<file path="src/design/tcc_pkg.sv">
// ----------------------------------------------------------------------------
// tcc_pkg
// shared types and constants of the table constructor compactor
// ----------------------------------------------------------------------------
package tcc_pkg;

    localparam logic [7:0] CH_OPEN  = 8'h7B;
    localparam logic [7:0] CH_CLOSE = 8'h7D;
    localparam logic [7:0] CH_MINUS = 8'h2D;
    localparam logic [7:0] CH_LBRK  = 8'h5B;
    localparam logic [7:0] CH_RBRK  = 8'h5D;
    localparam logic [7:0] CH_NL    = 8'h0A;
    localparam logic [7:0] CH_UNDER = 8'h5F;
    localparam logic [7:0] CH_SPACE = 8'h20;
    localparam logic [7:0] CH_FIRST = 8'h21;
    localparam logic [7:0] CH_LAST  = 8'h7E;

    localparam logic [15:0] DEPTH_MAX = 16'hFFFF;

    // result buffer depth, at least two
    localparam int TCC_OUT_DEPTH = 4;

    // comment scanner phase
    typedef enum logic [6:0] {
        PH_NORMAL    = 7'b0000001,
        PH_MINUS     = 7'b0000010,
        PH_DASH2     = 7'b0000100,
        PH_DASH2_BRK = 7'b0001000,
        PH_LINE      = 7'b0010000,
        PH_BLOCK     = 7'b0100000,
        PH_BLOCK_RB  = 7'b1000000
    } phase_t;

    typedef struct packed {
        logic        active;
        logic [15:0] nest_depth;
        logic        last_was_word;
        logic        gap_seen;
        phase_t      phase;
    } tcc_state_t;

    localparam tcc_state_t IDLE_STATE = '{
        active:        1'b0,
        nest_depth:    16'd0,
        last_was_word: 1'b0,
        gap_seen:      1'b0,
        phase:         PH_NORMAL
    };

    typedef struct packed {
        logic [7:0] out_char;
        logic       char_valid;
        logic       last;
        logic       cut_short;
    } res_t;

    // results of one step: count is 0, 1 or 2
    typedef struct packed {
        logic [1:0] count;
        res_t       res0;
        res_t       res1;
    } step_out_t;

endpackage

</file>
<file path="src/design/tcc_step.sv">
// ----------------------------------------------------------------------------
// tcc_step
// one byte of compaction: next state and up to two results
// ----------------------------------------------------------------------------
module tcc_step
    import tcc_pkg::*;
(
    input  tcc_state_t cur,
    input  logic [7:0] in_char,
    input  logic       end_of_source,
    output tcc_state_t nxt,
    output step_out_t  step_out
);

    function automatic logic alnum_byte(input logic [7:0] c);
        return (c >= 8'h30 && c <= 8'h39) || (c >= 8'h41 && c <= 8'h5A) ||
               (c >= 8'h61 && c <= 8'h7A);
    endfunction

    logic       plain_en;
    logic       sp;
    logic       close_top;
    res_t       chr_res;
    res_t       p0;
    res_t       p1;
    logic [1:0] pcnt;

    always_comb
    begin
        nxt       = cur;
        step_out  = '0;
        plain_en  = 1'b0;
        sp        = 1'b0;
        close_top = 1'b0;
        chr_res   = '0;
        p0        = '0;
        p1        = '0;
        pcnt      = 2'd0;

        if (!cur.active)
        begin
            if (!end_of_source && in_char == CH_OPEN)
            begin
                nxt               = IDLE_STATE;
                nxt.active        = 1'b1;
                step_out.count    = 2'd1;
                step_out.res0     = '{CH_OPEN, 1'b1, 1'b0, 1'b0};
            end
        end
        else if (end_of_source)
        begin
            step_out.count = 2'd1;
            if (cur.phase == PH_MINUS)
                step_out.res0 = '{CH_MINUS, 1'b1, 1'b1, 1'b1};
            else
                step_out.res0 = '{8'h00, 1'b0, 1'b1, 1'b1};
            nxt = IDLE_STATE;
        end
        else
        begin
            unique case (cur.phase) inside
                PH_MINUS:
                begin
                    if (in_char == CH_MINUS)
                        nxt.phase = PH_DASH2;
                    else
                    begin
                        step_out.count    = 2'd1;
                        step_out.res0     = '{CH_MINUS, 1'b1, 1'b0, 1'b0};
                        nxt.last_was_word = 1'b0;
                        nxt.phase         = PH_NORMAL;
                        plain_en          = 1'b1;
                    end
                end
                PH_DASH2, PH_DASH2_BRK:
                begin
                    if (in_char == CH_LBRK)
                        nxt.phase = (cur.phase == PH_DASH2) ? PH_DASH2_BRK : PH_BLOCK;
                    else if (in_char == CH_NL)
                        nxt.phase = PH_NORMAL;
                    else
                        nxt.phase = PH_LINE;
                end
                PH_LINE:
                begin
                    if (in_char == CH_NL)
                        nxt.phase = PH_NORMAL;
                end
                PH_BLOCK:
                begin
                    if (in_char == CH_RBRK)
                        nxt.phase = PH_BLOCK_RB;
                end
                PH_BLOCK_RB:
                begin
                    nxt.phase = (in_char == CH_RBRK) ? PH_NORMAL : PH_BLOCK;
                end
                default:
                begin
                    nxt.phase = PH_NORMAL;
                    plain_en  = 1'b1;
                end
            endcase

            // plain byte handling, on top of what the phase step left
            if (plain_en)
            begin
                if (in_char < CH_FIRST || in_char > CH_LAST)
                    nxt.gap_seen = 1'b1;
                else if (in_char == CH_MINUS)
                begin
                    nxt.phase    = PH_MINUS;
                    nxt.gap_seen = 1'b0;
                end
                else
                begin
                    sp           = nxt.last_was_word && nxt.gap_seen && alnum_byte(in_char);
                    nxt.gap_seen = 1'b0;
                    close_top    = (in_char == CH_CLOSE) && (nxt.nest_depth == 16'd0);
                    chr_res      = '{in_char, 1'b1, close_top, 1'b0};
                    nxt.last_was_word = (in_char == CH_UNDER) || alnum_byte(in_char);
                    if (in_char == CH_OPEN)
                    begin
                        if (nxt.nest_depth != DEPTH_MAX)
                            nxt.nest_depth = nxt.nest_depth + 16'd1;
                    end
                    else if (in_char == CH_CLOSE)
                    begin
                        if (close_top)
                            nxt = IDLE_STATE;
                        else
                            nxt.nest_depth = nxt.nest_depth - 16'd1;
                    end
                    if (sp)
                    begin
                        p0   = '{CH_SPACE, 1'b1, 1'b0, 1'b0};
                        p1   = chr_res;
                        pcnt = 2'd2;
                    end
                    else
                    begin
                        p0   = chr_res;
                        pcnt = 2'd1;
                    end
                end

                // merge behind a released minus (no space can follow it)
                if (step_out.count == 2'd1)
                begin
                    if (pcnt != 2'd0)
                    begin
                        step_out.res1  = p0;
                        step_out.count = 2'd2;
                    end
                end
                else
                begin
                    step_out.res0  = p0;
                    step_out.res1  = p1;
                    step_out.count = pcnt;
                end
            end
        end
    end

endmodule

</file>
<file path="src/design/tcc_out_fifo.sv">
// ----------------------------------------------------------------------------
// tcc_out_fifo
// result buffer taking up to two results a cycle and giving one unless out_stall is high
// ----------------------------------------------------------------------------
module tcc_out_fifo
    import tcc_pkg::*;
#(
    parameter int DEPTH = TCC_OUT_DEPTH
)
(
    input  logic       clk,
    input  logic       rst_n,
    input  logic       push,
    input  step_out_t  push_data,
    output logic       room,
    output logic       out_valid,
    input  logic       out_stall,
    output res_t       head
);

    localparam int PTR_W = (DEPTH > 1) ? $clog2(DEPTH) : 1;
    localparam int CNT_W = $clog2(DEPTH + 1);

    function automatic logic [PTR_W-1:0] ptr_inc(input logic [PTR_W-1:0] p);
        return (p == PTR_W'(DEPTH - 1)) ? '0 : p + 1'b1;
    endfunction

    res_t             buf_reg [DEPTH];
    logic [PTR_W-1:0] wr_ptr_reg;
    logic [PTR_W-1:0] wr_ptr_next;
    logic [PTR_W-1:0] wr_ptr_p1;
    logic [PTR_W-1:0] rd_ptr_reg;
    logic [PTR_W-1:0] rd_ptr_next;
    logic [CNT_W-1:0] count_reg;
    logic [CNT_W-1:0] count_next;
    logic [1:0]       push_cnt;
    logic             pop;

    assign push_cnt  = push ? push_data.count : 2'd0;
    assign out_valid = (count_reg != '0);
    assign pop       = out_valid && !out_stall;
    assign room      = (count_reg <= CNT_W'(DEPTH - 2));
    assign head      = buf_reg[rd_ptr_reg];
    assign wr_ptr_p1 = ptr_inc(wr_ptr_reg);

    always_comb
    begin
        case (push_cnt)
            2'd1:    wr_ptr_next = wr_ptr_p1;
            2'd2:    wr_ptr_next = ptr_inc(wr_ptr_p1);
            default: wr_ptr_next = wr_ptr_reg;
        endcase
        rd_ptr_next = pop ? ptr_inc(rd_ptr_reg) : rd_ptr_reg;
        count_next  = count_reg + CNT_W'(push_cnt) - CNT_W'(pop);
    end

    always_ff @(posedge clk)
    begin
        if (push_cnt != 2'd0)
            buf_reg[wr_ptr_reg] <= push_data.res0;
        if (push_cnt == 2'd2)
            buf_reg[wr_ptr_p1] <= push_data.res1;
    end

    always_ff @(posedge clk or negedge rst_n)
    begin
        if (!rst_n)
        begin
            wr_ptr_reg <= '0;
            rd_ptr_reg <= '0;
            count_reg  <= '0;
        end
        else
        begin
            wr_ptr_reg <= wr_ptr_next;
            rd_ptr_reg <= rd_ptr_next;
            count_reg  <= count_next;
        end
    end

    a_count_bound: assert property (@(posedge clk) disable iff (!rst_n)
        count_reg <= CNT_W'(DEPTH))
        else $error("result buffer count above depth");

    a_push_fits: assert property (@(posedge clk) disable iff (!rst_n)
        push |-> room)
        else $error("push into a buffer without room");

    a_count_track: assert property (@(posedge clk) disable iff (!rst_n)
        (!push && pop) |=> count_reg == $past(count_reg) - 1'b1)
        else $error("count not reduced by a lone pop");

endmodule

</file>
<file path="src/design/table_constructor_compactor_core.sv">
// ----------------------------------------------------------------------------
// table_constructor_compactor_core
// compacts table constructor source text one byte at a time
// ----------------------------------------------------------------------------
//
//  channel | handshake                  | payload
//  --------+----------------------------+-------------------------------------
//  input   | in_valid / in_stall        | in_char, end_of_source
//  output  | out_valid / out_stall      | out_char, char_valid, last, cut_short
//
//  one byte is taken per cycle while in_stall is low
//  the byte sits in an input register, the step logic updates the scanner state
//  and writes zero, one or two results into a small result buffer
//  in_stall rises while the buffer cannot take two more results, so a run of
//  two-result bytes under a stalled output is bounded by the buffer depth
//  rst_n clears the scanner to idle and empties both stages at once
//
module table_constructor_compactor_core
    import tcc_pkg::*;
#(
    parameter int OUT_DEPTH = TCC_OUT_DEPTH
)
(
    input  logic       clk,
    input  logic       rst_n,
    input  logic       in_valid,
    output logic       in_stall,
    input  logic [7:0] in_char,
    input  logic       end_of_source,
    output logic       out_valid,
    input  logic       out_stall,
    output logic [7:0] out_char,
    output logic       char_valid,
    output logic       last,
    output logic       cut_short
);

    // input register stage
    logic       in_valid_reg;
    logic [7:0] in_char_reg;
    logic       eos_reg;

    // scanner state
    tcc_state_t state_reg;
    tcc_state_t state_next;

    step_out_t  step_out;
    res_t       head;
    logic       room;
    logic       fire;
    logic       take;

    // the held byte is processed once the buffer has room for two results
    assign fire     = in_valid_reg && room;
    assign in_stall = in_valid_reg && !room;
    assign take     = in_valid && !in_stall;

    always_ff @(posedge clk or negedge rst_n)
    begin
        if (!rst_n)
            in_valid_reg <= 1'b0;
        else if (!in_stall)
            in_valid_reg <= in_valid;
    end

    // payload of the input register needs no reset
    always_ff @(posedge clk)
    begin
        if (take)
        begin
            in_char_reg <= in_char;
            eos_reg     <= end_of_source;
        end
    end

    tcc_step u_step (
        .cur           (state_reg),
        .in_char       (in_char_reg),
        .end_of_source (eos_reg),
        .nxt           (state_next),
        .step_out      (step_out)
    );

    always_ff @(posedge clk or negedge rst_n)
    begin
        if (!rst_n)
            state_reg <= IDLE_STATE;
        else if (fire)
            state_reg <= state_next;
    end

    // result buffer, one transaction per cycle on the output side while out_stall is low
    tcc_out_fifo #(
        .DEPTH (OUT_DEPTH)
    ) u_out (
        .clk       (clk),
        .rst_n     (rst_n),
        .push      (fire),
        .push_data (step_out),
        .room      (room),
        .out_valid (out_valid),
        .out_stall (out_stall),
        .head      (head)
    );

    assign out_char   = head.out_char;
    assign char_valid = head.char_valid;
    assign last       = head.last;
    assign cut_short  = head.cut_short;

    // end of source always returns the scanner to idle
    a_eos_idle: assert property (@(posedge clk) disable iff (!rst_n)
        (fire && eos_reg) |=> !state_reg.active)
        else $error("scanner active after end of source");

    // an active scanner gives exactly one result at end of source
    a_eos_result: assert property (@(posedge clk) disable iff (!rst_n)
        (fire && eos_reg && state_reg.active) |-> step_out.count == 2'd1)
        else $error("end of source without a single closing result");

    // idle scanner holds no nesting
    a_idle_depth: assert property (@(posedge clk) disable iff (!rst_n)
        !state_reg.active |-> (state_reg.nest_depth == 16'd0 &&
                               state_reg.phase == PH_NORMAL))
        else $error("idle scanner carries leftover state");

endmodule
</file>
<file path="config.mk">
export PLATFORM = sky130hd
export DESIGN_NAME = table_constructor_compactor_core
export DESIGN_NICKNAME = d
export VERILOG_FILES = /design/src/design/tcc_pkg.sv /design/src/design/tcc_step.sv /design/src/design/tcc_out_fifo.sv /design/src/design/table_constructor_compactor_core.sv
export SDC_FILE = /design/constraint.sdc
export NUM_CORES = 1
export LEC_CHECK = 0
export BUFFER_PORTS_ARGS = -buffer_cell sky130_fd_sc_hd__buf_2
export CELL_PAD_IN_SITES_DETAIL_PLACEMENT = 0
export CELL_PAD_IN_SITES_GLOBAL_PLACEMENT = 1
export CORE_MARGIN = 2
export CORE_UTILIZATION = 44
export CTS_CLUSTER_SIZE = 20
export DETAILED_ROUTE_END_ITERATION = 8
export MAX_ROUTING_LAYER = met4
export PLACE_DENSITY_LB_ADDON = 0.1
export SLEW_MARGIN = 20
export SYNTH_ARGS = -nofsm -noshare
export SYNTH_HDL_FRONTEND = slang
export SYNTH_SLANG_ARGS = --single-unit
export TNS_END_PERCENT = 50
</file>
<file path="constraint.sdc">
create_clock -name clk -period 3.1 [get_ports clk]
set_clock_uncertainty 0.1 [all_clocks]
set_input_delay 0.775 -clock clk [delete_from_list [all_inputs] [get_ports clk]]
set_output_delay 0.775 -clock clk [all_outputs]
set_load 0.05 [all_outputs]
</file>
==> metrics.yaml, run 1 <==
synthCells: 549
drcViolationCount: 0
cts.sinks: 87
place_congestion: 0.8707
worstMarginPinSlew_ps: 803.4
critPathLaunchType: "register"
fin_nets: 641
synthTopCellsByArea: "edfxtp_1, dfrtp_1, a22o_1"
synth-seq-cells: 87
cp_max_fo: 6
async_flop_share: 0.3908
grt_pass1_wl_um: 23090
path_class: "register to register"
die_y_um: 115.7
dp_hpwl_um: 10170
coreArea_mm2: 0.01211
synth_top_area_frac: 0.2678
vdd_ir_drop_max_mv: 0.2225
dieArea_mm2: 0.01340
grt_usage: 0.2266
syn_to_final_growth_pct: 20.75
yosys_warnings: 0
clk_pin_slew_ps: 60
cp-end-kind: "register"
cp_data_arrival_time_ps: 3140
dp_cells: 761
slew_headroom: 0.4644
synth-edff-count: 49
cts_inserted_buffers: 9
status: "finished, final reports clean"
grt_max_degree: 35
clock_latency_ps: 350
cts_tree: "built"
synth_cell_types: 75
slew_viol_final: 0
p_leak_nw: 2.602
setup_slack_ps: 70.71
yosysMostFrequentCell: "nand2_1"
rsz0062_at_grt: "yes"
fill_cells: 1070
dr.pass1.iters: 5
port_buffers: 25
antennaDiodeCount: 0
finalSetupViolations: 0
drive_gt1_frac: 0.2714
hold_viol_final: 0
wire_per_inst_um: 17.56
htree_levels: 3
finalCriticalPeriod_ps: 3029
syn_avg_cell_area_um2: 10.01
overflow: 0
syn-cell-area_mm2: 0.005494
synth_ff_type: "edfxtp_1"
route.vias.total: 4609
drt_iter0_markers: 314
crit_required_ps: 3210
antenna_found_initial: 0
powerDensity_mw_per_mm2: 652.3
finalNonFillerCells: 787
clk_path_buf_depth: 2
hold_path_class: "register to register"
cts-root-buf: "clkbuf_16"
ys_top_cells_by_count: "nand2_1, edfxtp_1, nor2_1, o21ai_0, dfrtp_1"
ys_seq_area_frac: 0.4375
first_global_vias: 4410
die_x_um: 115.7
rows: 40
pre_cts_ws_ps: 19.41
start_util: 0.4536
period_share: 0.9772
num_io_pins: 26
synth_top_area_cell: "edfxtp_1"
largest_register_ff_count: 44
avgViaCountPerCell: 5.856
fmax_ghz: 0.3301
wirelength_um: 13820
ant_nets: 0
maxCapViolations: 0
## per-stage QoR
| step | util | instance area (µm²) | TNS (ps) | power [W] | hold WS, ps |
|---|---|---|---|---|---|
| finish | 0.5477 | 6634 | 0 | 0.004327 | 364.2 |
| floorplan | - | 5588 | 0 | 0.002815 | 335.1 |
| global route | 0.5477 | 6634 | -613.3 | 0.004570 | 384.3 |
| global placement | 0.5111 | 6190 | 0 | 0.003308 | 350.4 |
| detailed placement | 0.5111 | 6190 | 0 | 0.003322 | 358.6 |
| CTS | 0.5323 | 6447 | 0 | 0.004293 | 365.1 |
## layout by cell type, fill, tap and decap left out, drive strengths merged, types with 15 or more instances in the layout
master	n
nor2	48
o21ai	35
edfxtp	49
a22o	29
buf	92
nand3	15
a21oi	22
nand2	51
dfrtp	33
o22ai	15
## layout make-up
class | count | area [µm²] | share of cell area
timing repair buffer | 92 | 668.1 | 0.1007
inverter | 13 | 51.30 | 0.007733
clock inverter | 5 | 25.02 | 0.003772
multi-input combinational | 411 | 3043 | 0.4587
clock buffer | 11 | 232.7 | 0.03508
tap | 168 | 210.2 | 0.03169
sequential | 87 | 2404 | 0.3623
## worst paths after layout
check / startpoint / end / slack (ps) / cells past startpoint
min reg2reg: u_out.buf_reg[0][0] / u_out.buf_reg[0][0] / 360 / 2
min: u_out.buf_reg[0][0] / u_out.buf_reg[0][0] / 360 / 2
min in group asynchronous: rst_n / state_reg[14] / 420 / 1
max: in_char_reg[2] / u_out.buf_reg[0][7] / 70 / 11
max in group asynchronous: rst_n / u_out.rd_ptr_reg[1] / 1980 / 1
max reg2reg: in_char_reg[2] / u_out.buf_reg[0][7] / 70 / 11
## timing repair
item | in CTS | in global routing
setup endpoints to repair | 0 | 76
hold endpoints to repair | 0 | 0
hold buffers | 0 | 0
gates resized for setup | 0 | 26
buffers inserted | 0 | 10
## critical path: stages, from the launching register on
cell      delay, ps
edfxtp_1        390
or3_4           410
or3_4           360
a31oi_4         260
nand3_2         110
a221oi_4        380
inv_4            60
ha_4            220
nand2_4         110
nand2_2          80
a21oi_4         210
a22o_1          180
## report_power, final
part	total [W]	internal [W]	switching [W]
logic	0.00183	0.000701	0.00113
registers	0.00154	0.00140	0.000133
clock network	0.000964	0.000536	0.000428
total	0.00433	0.00264	0.00169
## routing by layer
layer	track usage	up-vias	part of all wire
li1	-	2237	-
met1	0.2977	2237	0.46
met2	0.3645	116	0.49
met3	0.02772	19	0.036
met4	0.07937	0	0.018
met5	-	-	0
## cells by family (layout without fill, tap and decap cells)
logic type,count (synthesis),after routing,synth area share
AOI/OAI and AO/OA,171,171,0.2366
xor gates and xnor gates,9,9,0.01435
adders and majority gates,14,14,0.03325
buffers and inverters,54,121,0.04008
DFF,87,87,0.4375
muxes,17,17,0.05648
other,1,4,0.0006826
and+or+nand+nor,196,196,0.1811
Note: power is estimated with default switching activity, not from simulation.
==> run 2: changes to the inputs <==
--- a/config.mk
+++ b/config.mk
@@ -14,6 +14,7 @@
 export DETAILED_ROUTE_END_ITERATION = 8
 export MAX_ROUTING_LAYER = met4
 export PLACE_DENSITY_LB_ADDON = 0.1
+export SETUP_SLACK_MARGIN = 0.2
 export SLEW_MARGIN = 20
 export SYNTH_ARGS = -nofsm -noshare
 export SYNTH_HDL_FRONTEND = slang
==> run 2 against run 1 <==
- combinational power rose by 3%
- maximum frequency is 2.2% higher
- utilization up 1.5 points
- via count up 1.2%
- critical path depth increased by 1
- highest routed layer unchanged
- hold slack got worse by 1.6 ps
- register-to-register slack better by 60 ps
- routed wire length increased by 4.0%
- final cell count grew 0.13%
==> metrics.yaml, run 2 (synthesis results as in run 1) <==
status: "finished, final reports clean"
grt_usage: 0.2326
dieArea_mm2: 0.01340
path_class: "register to register"
first_global_vias: 4618
dp_cells: 757
vdd_ir_drop_max_mv: 0.2552
clk_pin_slew_ps: 60
finalCriticalPeriod_ps: 2965
dp_hpwl_um: 10280
r2r_slack_ps: 130
ant_nets: 0
critPathLaunchType: "register"
antenna_found_initial: 0
port_buffers: 25
seqCellArea_mm2: 0.002407
syn_to_final_growth_pct: 24.00
highest_layer: "met4"
fin_nets: 642
overflow: 0
drcViolationCount: 0
multiInputGateArea_mm2: 0.003152
fmax_ghz: 0.3372
cts_inserted_buffers: 9
largest_register_ff_count: 44
drt_iter0_markers: 308
grt_max_degree: 35
worstMarginPinSlew_ps: 816.2
final_cell_mix: "buf_4, edfxtp_1, nor2_1"
cp_data_arrival_time_ps: 3080
slew_viol_final: 0
crit_required_ps: 3210
rows: 40
layout_commonest_cell: "buf_4"
dr.pass1.iters: 5
hold_viol_final: 0
tns_ps: 0
grt_pass1_wl_um: 23410
die_x_um: 115.7
p_total_w: 0.004518
coreArea_mm2: 0.01211
clock_latency_ps: 350
drive_gt1_frac: 0.2903
finalSetupViolations: 0
route.vias.total: 4666
antennaDiodeCount: 0
wl_met1_um: 6394
place_congestion: 0.9036
wl_met2_um: 7284
die_y_um: 115.7
avgViaCountPerCell: 5.921
rsz0062_at_grt: "yes"
dpl_cell_area_mm2: 0.006252
cts-root-buf: "clkbuf_16"
cts_tree: "built"
p_leak_nw: 2.583
wirelength_um: 14370
powerDensity_mw_per_mm2: 663.1
fill_cells: 1100
cts.sinks: 87
htree_levels: 3
period_share: 0.9565
slew_headroom: 0.4559
finalNonFillerCells: 788
met3_length_um: 454
start_util: 0.4536
cp-end-kind: "register"
wire_per_inst_um: 18.23
cp_max_fo: 7
num_io_pins: 26
finalInstanceArea_mm2: 0.006813
hold_path_class: "register to register"
clk_path_buf_depth: 2
maxCapViolations: 0
[run 2: per-stage QoR]
step / hold slack, ps / worst slack (ps) / util
floorplan: 335.2 / 70.57 / -
global placement: 348.0 / 94.43 / 0.5162
detailed placement: 357.0 / 89.84 / 0.5162
CTS: 365.7 / 154.6 / 0.5440
global route: 398.2 / 28.77 / 0.5625
finish: 362.7 / 134.8 / 0.5625
[run 2: where the power goes]
part	internal, W	switching, W	total (W)
registers	0.00140	0.000144	0.00155
logic	0.000728	0.00117	0.00189
clock network	0.000620	0.000456	0.00108
[run 2: worst max-delay path, stage by stage, from the launching register on]
cell      delay, ps
edfxtp_1        400
or3_4           390
or3_4           370
a31oi_4         180
nand3_2         100
a221oi_4        270
buf_6           160
inv_4            40
ha_4            220
nand2_8         120
nand2_4          60
a21oi_4         200
a22o_1          200
[run 2: routing by layer]
layer	up-vias	global-route usage
met5	-	-
met1	2317	0.2955
met3	18	0.03033
met2	89	0.3852
li1	2242	-
met4	0	0.08016
[run 2: worst paths after layout]
path	cells after the start	endpoint	start
max reg2reg	12	u_out.buf_reg[0][9]	in_char_reg[0]
min in group asynchronous	1	state_reg[17]	rst_n
min reg2reg	2	u_out.buf_reg[2][0]	u_out.buf_reg[2][0]
min	2	u_out.buf_reg[2][0]	u_out.buf_reg[2][0]
max in group asynchronous	1	state_reg[1]	rst_n
max	12	u_out.buf_reg[0][9]	in_char_reg[0]
[run 2: layout make-up]
type,instances,area share
multi-input combinational,411,0.4626
clock inverter,6,0.008999
tap,168,0.03085
sequential,87,0.3534
clock buffer,10,0.03361
inverter,13,0.007897
timing repair buffer,93,0.1027
[run 2: repair_timing]
action / 4_1_cts / 5_1_grt
hold buffers: 0 / 0
setup endpoints to repair: 79 / 94
pin swaps: 1 / 17
setup buffers: 3 / 12
resized for setup: 6 / 22
